$ cat src/hdl/assert_macros.svh
// Assertion macros shared by the RTL of the sparse link store.
// Each macro expects a clock named clk and an active-low reset named rst_n in scope.
`ifndef ASSERT_MACROS_SVH
`define ASSERT_MACROS_SVH

// Checks a property on every rising clock edge outside reset.
`define SLAS_ASSERT(lbl, prop, msg) \
    lbl: assert property (@(posedge clk) disable iff (!rst_n) prop) else $error(msg);

// Checks that a condition never holds outside reset.
`define SLAS_NEVER(lbl, cond, msg) \
    lbl: assert property (@(posedge clk) disable iff (!rst_n) !(cond)) else $error(msg);

`endif

$ cat src/hdl/slas_pkg.sv
// Types and constants for the sparse link store.
// No dependencies; used by every module of the block.
`default_nettype none

package slas_pkg;

    localparam int SRC_W  = 20;
    localparam int TGT_W  = 10;
    localparam int WGT_W  = 40;
    localparam int RIDX_W = 12;
    localparam int NUM_W  = 12;
    localparam int TOT_W  = 13;
    localparam int STAT_W = 3;
    localparam int IN_W   = 168;
    localparam int OUT_W  = 184;

    typedef logic signed [WGT_W-1:0] wgt_t;

    typedef logic [1:0] wcnt_t;
    localparam wcnt_t WCNT_THREE = 2'd3;

    typedef enum logic [STAT_W-1:0] {
        ST_NEW    = 3'd0,
        ST_ACCUM  = 3'd1,
        ST_ZERO   = 3'd2,
        ST_NOROOM = 3'd3,
        ST_READ   = 3'd4,
        ST_UNUSED = 3'd5
    } status_t;

    typedef enum logic {
        REQ_STORE = 1'b0,
        REQ_READ  = 1'b1
    } req_t;

    typedef struct packed {
        logic [SRC_W-1:0] src;
        logic [TGT_W-1:0] tgt;
        wgt_t [2:0]       w;
    } link_ent_t;

endpackage

`default_nettype wire

$ cat src/hdl/slas_sat_adder.sv
// Saturating adder for 40-bit signed Q7.32 weights, shared by all three sums.
// Depends on slas_pkg for the weight type.
`default_nettype none

module slas_sat_adder
    import slas_pkg::*;
(
    input  wire wgt_t a,
    input  wire wgt_t b,
    output wgt_t      sum
);

    logic [WGT_W:0] full;

    assign full = {a[WGT_W-1], a} + {b[WGT_W-1], b};

    // The two top bits differ only when the true sum left the 40-bit range.
    always_comb
    begin
        if (full[WGT_W] == full[WGT_W-1])
        begin
            sum = full[WGT_W-1:0];
        end
        else if (full[WGT_W])
        begin
            sum = {1'b1, {(WGT_W-1){1'b0}}};
        end
        else
        begin
            sum = {1'b0, {(WGT_W-1){1'b1}}};
        end
    end

endmodule

`default_nettype wire

$ cat config.mk
export PLATFORM = sky130hd
export DESIGN_NAME = slas_sat_adder
export DESIGN_NICKNAME = d
export VERILOG_FILES = /design/src/hdl/assert_macros.svh /design/src/hdl/slas_pkg.sv /design/src/hdl/slas_sat_adder.sv
export SDC_FILE = /design/constraint.sdc
export NUM_CORES = 1
export LEC_CHECK = 0
export ABC_AREA = 1
export BUFFER_PORTS_ARGS = -buffer_cell sky130_fd_sc_hd__buf_2
export CORE_MARGIN = 1
export CORE_UTILIZATION = 57
export DETAILED_ROUTE_END_ITERATION = 10
export PLACE_DENSITY = 0.95
export SYNTH_ARGS = -nofsm -noshare
export SYNTH_HDL_FRONTEND = slang
export SYNTH_SLANG_ARGS = --single-unit
$ cat constraint.sdc
create_clock -name vclk -period 3.16
set_clock_uncertainty 0.1 [all_clocks]
set_input_delay 0 -clock vclk [all_inputs]
set_output_delay 0 -clock vclk [all_outputs]
set_load 0.03 [all_outputs]
==> results of run 1 <==
==> final cells by class <==
type                            instances  area (um2)  area share [%]
Timing Repair Buffer                  123         636            16.3
Multi-Input combinational cell        542        2900            74.2
Tap cell                               72        90.1            2.31
Inverter                               75         282            7.21
==> synth_stat cells <==
master,count,area (um2)
o21a_1,4,30.0
a21oi_1,44,220
fa_1,1,20.0
nand3b_1,6,45.0
a31oi_1,2,12.5
nor4_1,2,12.5
nand2_1,247,927
ha_1,40,500
nor2_2,2,12.5
a21boi_0,1,7.51
o21ai_0,20,100
xor2_1,17,149
a21o_1,5,37.5
o21ai_2,10,87.6
nor3_1,5,25.0
buf_6,4,45.0
o211ai_1,1,7.51
or2_2,1,6.26
nand3_4,1,17.5
nor2_1,69,259
nand4_1,6,37.5
nand3_1,22,110
a21oi_2,2,17.5
o21bai_1,8,60.1
nand2_2,14,87.6
xnor2_1,8,70.1
buf_2,2,10.0
nand3_2,3,30.0
inv_1,75,282
buf_4,1,7.51
or2_1,1,6.26
==> critical path, cell delays in order <==
cell and delay [ns]:
buf_2 0.08, ha_1 0.17, inv_1 0.07, fa_1 0.41, inv_1 0.11, nand3_1 0.08, nand2_2 0.14, nand2_1 0.08
nand2_2 0.09, nand2_1 0.07, nand3_2 0.11, nand2_2 0.07, nand3_1 0.08, nand2_1 0.08, nor2_1 0.28, buf_4 0.27
o21ai_0 0.11, buf_2 0.21
==> layout by cell type, fill, tap and decap left out, types with 3 or more instances in the layout <==
| master | count |
|---|---|
| a21o_1 | 5 |
| nand3_1 | 22 |
| o21ai_2 | 10 |
| nor3_1 | 5 |
| nor2_1 | 69 |
| o21bai_1 | 8 |
| inv_1 | 75 |
| nand2_1 | 247 |
| xor2_1 | 17 |
| buf_2 | 120 |
| o21ai_0 | 20 |
| nand4_1 | 6 |
| nand3_2 | 3 |
| o21a_1 | 4 |
| ha_1 | 40 |
| nand2_2 | 14 |
| xnor2_1 | 8 |
| a21oi_1 | 44 |
| nand3b_1 | 6 |
==> logic make-up (layout without fill, tap and decap cells) <==
kind of cell    Yosys count  count (layout)  synth area share (%)
simple gates            379             379                  48.6
compound gates           97              97                  17.9
buf+inv                  82             198                  10.6
fa+ha+maj                41              41                  16.1
xor+xnor                 25              25                  6.76
==> per-stage QoR <==
step / instance area [um2] / hold WS [ns] / power, mW / std cells / setup WS, ns
after floorplan: 3240 / 0.250 / 0.932 / 624 / 0.898
after global placement: 3900 / 0.360 / 1.25 / 812 / 0.678
after detailed placement: 3900 / 0.356 / 1.27 / 812 / 0.601
after CTS: 3900 / 0.358 / 1.27 / 812 / 0.582
after global routing: 3900 / 0.384 / 1.39 / 812 / 0.372
final: 3900 / 0.353 / 1.29 / 812 / 0.553
==> how the worst max path moves through the flow <==
| stage | from | slack (ns) | endpoint | depth (start not counted) |
|---|---|---|---|---|
| floorplan | a[0] | 0.90 | sum[1] | 16 |
| global placement | a[0] | 0.68 | sum[35] | 19 |
| detailed placement | a[0] | 0.60 | sum[30] | 19 |
| CTS | a[0] | 0.58 | sum[2] | 18 |
| global route | a[0] | 0.37 | sum[5] | 19 |
| finish | a[0] | 0.55 | sum[2] | 18 |
==> metal layers <==
layer,wire length [um],up-vias,track usage [%]
met5,0,-,0
li1,-,2233,-
met4,274,0,9.43
met3,1160,29,7.41
met2,5120,264,61.9
met1,4830,1920,46.7
==> where the power goes <==
group | internal (mW) | leakage [nW] | switching, mW
logic | 0.405 | 2.36 | 0.889
clock network | 0 | 0 | 0
registers | 0 | 0 | 0
==> results.yml, run 1 <==
run_status:
  status: "finished clean"
global_routing:
  grt_max_degree: 28
  antenna_found_initial: 0
  overflow: 0
  grt_usage_pct: 36.5
  grt_pass1_vias: 4070
  grt_pass1_wl_um: 17900
detailed_routing:
  avgViaCountPerCell: 5.48
  antenna_left: 0
  drt-total-wl_um: 11400
  drt_iter0_drc: 336
  dr.pass1.iters: 5
  drcViolationCount: 0
  routedWlPerCell_um: 14.0
  via_count: 4446
worst_setup_path:
  path_max_fanout: 10
  critPathLaunchType: "input port"
  crit_type: "input port to output port"
  crit_required_ns: 3.06
  cp.arrival_ns: 2.51
  worst_setup_path_end_kind: "output port"
die:
  start_util_pct: 58.9
  die_h_um: 77.4
  pin_count: 120
  fp-row-count: 27
  die_x_um: 77.4
  core_area_um2: 5510
  dieArea_um2: 5990
finish:
  final_util_pct: 70.9
  area_growth_pct: 20.5
  seq_area_um2: 0
  drive_gt1_share_pct: 21.1
  seq_cells: 0
  nets: 863
  clock_buffers: 0
  num_antenna_cells: 0
  fillers: 512
sta:
  setup_viol: 0
  tightest_slew_ns: 0.616
  drv_slew: 0
  timing.slew.headroom_pct: 58.5
  tns_ns: 0
  max_freq_ghz: 0.384
  fin_crit_ns: 2.61
  period_share_pct: 82.5
  rsz0062_at_grt: "false"
  hold_viol_final: 0
clocking:
  cts.repair.resized: 0
  postCtsSetupBuffers: 0
  holdBufCountCts: 0
synthesis:
  syn-mean-instance-area_um2: 5.19
  yosysWarningCount: 0
  synth.cell_area_um2: 3240
  syn-instance-count: 624
  ys_types: 31
  synth_fp_nets: 745
  synth_seq_area_share_pct: 0
min_path:
  min_to: "sum[0]"
  hold_path.startpoint: "b[0]"
  hp-class: "input port to output port"
  holdPathStages: 5
placed_design:
  finalWeightedCongestion: 0.990
  numPortBuffers: 120
  dp_hpwl_um: 9790
job:
  drv_cap: 0
power_and_ir_drop:
  cellLeakagePower_nw: 2.36
  peakVddDrop_mv: 0.317
  p_per_area_nw_per_um2: 331
No activity file was read; power rests on OpenSTA's default activity.
==> run 2: changes to the inputs <==
ABC_AREA = 0   (was 1)
CORE_UTILIZATION = 50   (was 57)
PLACE_DENSITY = 0.89   (was 0.95)
clock period = 2.7 ns   (was 3.16 ns; I/O delays follow)
==> run 2 against run 1 <==
  * The flow now stops in global routing (5_1_grt)
  * Area after synthesis shrank 21%
  * Synthesized cell count shrank 43%
==> results.yml, run 2 <==
run_status:
  lastStage: "global routing (5_1_grt)"
  status: "did not finish"
  stop_error: "[ERROR GRT-0232] Routing congestion too high. Check the congestion heatmap in the GUI."
die:
  pin_count: 120
  start_util_pct: 53.1
  die_h_um: 73.5
  die_x_um: 73.5
  fp-row-count: 25
synthesis:
  synth_top_area_cell: "ha_1"
  synth_fp_nets: 478
  synth.top_cell.area_share_pct: 19.6
  ys_top_cells_by_area: "ha_1, a21oi_1, xnor2_1"
  synth_seq_area_share_pct: 0
  yosysMostFrequentCell: "a21oi_1"
  syn-instance-count: 357
  yosysWarningCount: 0
  synthTopCellsByCount: "a21oi_1, ha_1, nand2_1"
  syn-mean-instance-area_um2: 7.16
  synth.cell_area_um2: 2560
  ys_types: 56
clocking:
  holdBufCountCts: 0
placed_design:
  numPortBuffers: 120
  finalWeightedCongestion: 0.991
  dp_hpwl_um: 7840
  place_area_um2: 3900
sta:
  endpoint_type: "output port"
  crit_endpoint: "sum[29]"
global_routing:
  overflow: 115
  grt_usage_pct: 79.0
  grt_max_degree: 24
run 2: layer usage:
metal | overflow | global-route usage [%]
met3 | 0 | 52.3
met4 | 39 | 94.7
met5 | 0 | 0
met2 | 74 | 104
met1 | 2 | 75.5
run 2: kinds of logic after synthesis:
family | share of synthesized area [%]
AOI/OAI and AO/OA | 38.8
xor gates and xnor gates | 13.4
and+or+nand+nor | 19.4
adders and majority gates | 22.7
muxes | 0.440
buffers and inverters | 5.29
run 2: stage by stage:
stage | worst slack, ns | hold WS, ns | utilization (%) | setup TNS, ns | cells
CTS | -0.119 | 0.401 | 89.7 | -3.18 | 612
detailed placement | -0.358 | 0.429 | 81.0 | -11.65 | 604
global placement | -0.284 | 0.430 | 81.0 | -8.38 | 604
floorplan | -0.0469 | 0.254 | - | -0.890 | 357
run 2: timing repair:
action | in CTS
gates resized for setup | 97
buffers inserted | 8
gates cloned | 1
pin swaps | 20
setup endpoints to repair | 40
endpoints found under the hold margin | 0
==> run 3: changes to the inputs <==
CORE_UTILIZATION = 40   (was 50)
PLACE_DENSITY = not set   (was 0.89)
PLACE_DENSITY_LB_ADDON = 0.15   (was not set)
==> run 3 against run 2 <==
  * The flow now finishes, with violations (negative setup slack)
  * Synthesized cell count unchanged
  * Area after synthesis unchanged
==> results.yml, run 3 <==
synthesis:
  ys_top_cells_by_area: "ha_1, a21oi_1, xnor2_1"
  synthTopCellsByCount: "a21oi_1, ha_1, nand2_1"
  synth.cell_area_um2: 2560
  yosysWarningCount: 0
  synth.top_cell.area_share_pct: 19.6
  synth_seq_area_share_pct: 0
  syn-instance-count: 357
  syn-mean-instance-area_um2: 7.16
  yosysMostFrequentCell: "a21oi_1"
  synth_top_area_cell: "ha_1"
  synth_fp_nets: 478
  ys_types: 56
detailed_routing:
  drt-total-wl_um: 9530
  dr.pass1.iters: 4
  routedWlPerCell_um: 15.0
  avgViaCountPerCell: 5.49
  drcViolationCount: 0
  drt_iter0_drc: 167
  via_count: 3484
  antenna_left: 0
placed_design:
  pre_cts_slack_ns: -0.390
  numPortBuffers: 120
  finalWeightedCongestion: 0.908
  dp_hpwl_um: 7290
global_routing:
  grt_usage_pct: 28.4
  grt_max_degree: 18
  grt_pass1_wl_um: 15300
  overflow: 0
  grt_pass1_vias: 3464
  antenna_found_initial: 0
power_and_ir_drop:
  p_per_area_nw_per_um2: 486
  cellLeakagePower_nw: 2.17
  peakVddDrop_mv: 0.320
min_path:
  holdPathStages: 5
  hp-class: "input port to output port"
  min_to: "sum[0]"
  hold_path.startpoint: "a[0]"
die:
  fp-row-count: 28
  start_util_pct: 42.4
  die_x_um: 81.9
  pin_count: 120
  die_h_um: 81.9
  dieArea_um2: 6710
  core_area_um2: 6030
finish:
  seq_area_um2: 0
  final_cell_mix: "buf_4, buf_2, buf_6"
  nets: 683
  num_antenna_cells: 0
  clock_buffers: 0
  fillers: 461
  seq_cells: 0
  multi_input_area_um2: 2840
  area_growth_pct: 82.1
  layout_commonest_cell: "buf_4"
  drive_gt1_share_pct: 53.6
worst_setup_path:
  crit_type: "input port to output port"
  crit_required_ns: 2.60
  path_max_fanout: 8
  worst_setup_path_end_kind: "output port"
  worstSetupStartpoint: "b[0]"
  critPathLaunchType: "input port"
  cp.arrival_ns: 2.74
sta:
  whs_ns: 0.351
  tightest_slew_ns: 0.502
  fin_crit_ns: 2.84
  rsz0062_at_grt: "true"
  max_freq_ghz: 0.352
  hold_viol_final: 0
  fin_ws_ns: -0.138
  period_share_pct: 105
  setup_viol: 39
  timing.slew.headroom_pct: 66.2
  drv_slew: 0
  tns_ns: -4.18
run_status:
  status: "finished with violations"
  violations: "negative setup slack"
job:
  drv_cap: 0
[run 3: cell counts after synthesis]
Identical to the previous run, type by type.
[run 3: worst max-delay path by stage]
stage                     slack (ns)      end
after floorplan                -0.05  sum[13]
after global placement         -0.38  sum[37]
after detailed placement       -0.39  sum[37]
after CTS                      -0.12  sum[15]
after global routing           -0.24   sum[2]
final                          -0.14   sum[2]
[run 3: kinds of logic (layout without fill, tap and decap cells)]
group | Yosys count | count (layout) | share of synthesized area [%]
xor+xnor | 37 | 37 | 13.4
fa+ha+maj | 47 | 47 | 22.7
buf+inv | 23 | 226 | 5.29
simple gates | 97 | 97 | 19.4
mux | 1 | 1 | 0.440
compound gates | 152 | 152 | 38.8
[run 3: routing by layer]
layer | track usage (%) | share of wire, %
met4 | 5.26 | 1.2
met5 | 0 | 0
met2 | 52.8 | 51
met3 | 1.11 | 4.2
met1 | 35.9 | 44
[run 3: critical path: stages]
cell       delay, ns
buf_6           0.10
ha_4            0.15
inv_2           0.05
fa_2            0.18
and2b_1         0.19
o2111ai_2       0.18
and3_4          0.23
o211ai_4        0.10
a211o_4         0.36
a311oi_4        0.28
nor2_4          0.06
a2bb2oi_4       0.19
buf_6           0.16
nand2_8         0.12
buf_12          0.17
a21oi_2         0.07
buf_6           0.14
[run 3: area by class of cell]
cell class / count / share of cell area [%]
Timing Repair Buffer: 218 / 36.3
Inverter: 8 / 0.645
Tap cell: 75 / 2.02
Multi-Input combinational cell: 334 / 61.0
[run 3: per-stage QoR]
stage          instances  power [mW]  instance area (um2)  utilization (%)
6_report             635        2.26                 4650             77.2
3_3_place_gp         627        1.73                 3990             66.2
5_1_grt              635        2.39                 4650             77.2
4_1_cts              634        2.16                 4520             75.1
3_5_place_dp         627        1.74                 3990             66.2
2_1_floorplan        357        1.19                 2700                -
[run 3: power breakdown]
part	internal, mW	switching (mW)
Clock	0	0
Combinational	1.06	1.20
Sequential	0	0
Total	1.06	1.20
[run 3: repair_timing]
action	in CTS	in global routing
hold buffers	0	0
resized for setup	116	24
pin swaps	20	5
cloned	2	0
endpoints found under the setup margin	39	39
setup buffers	5	1
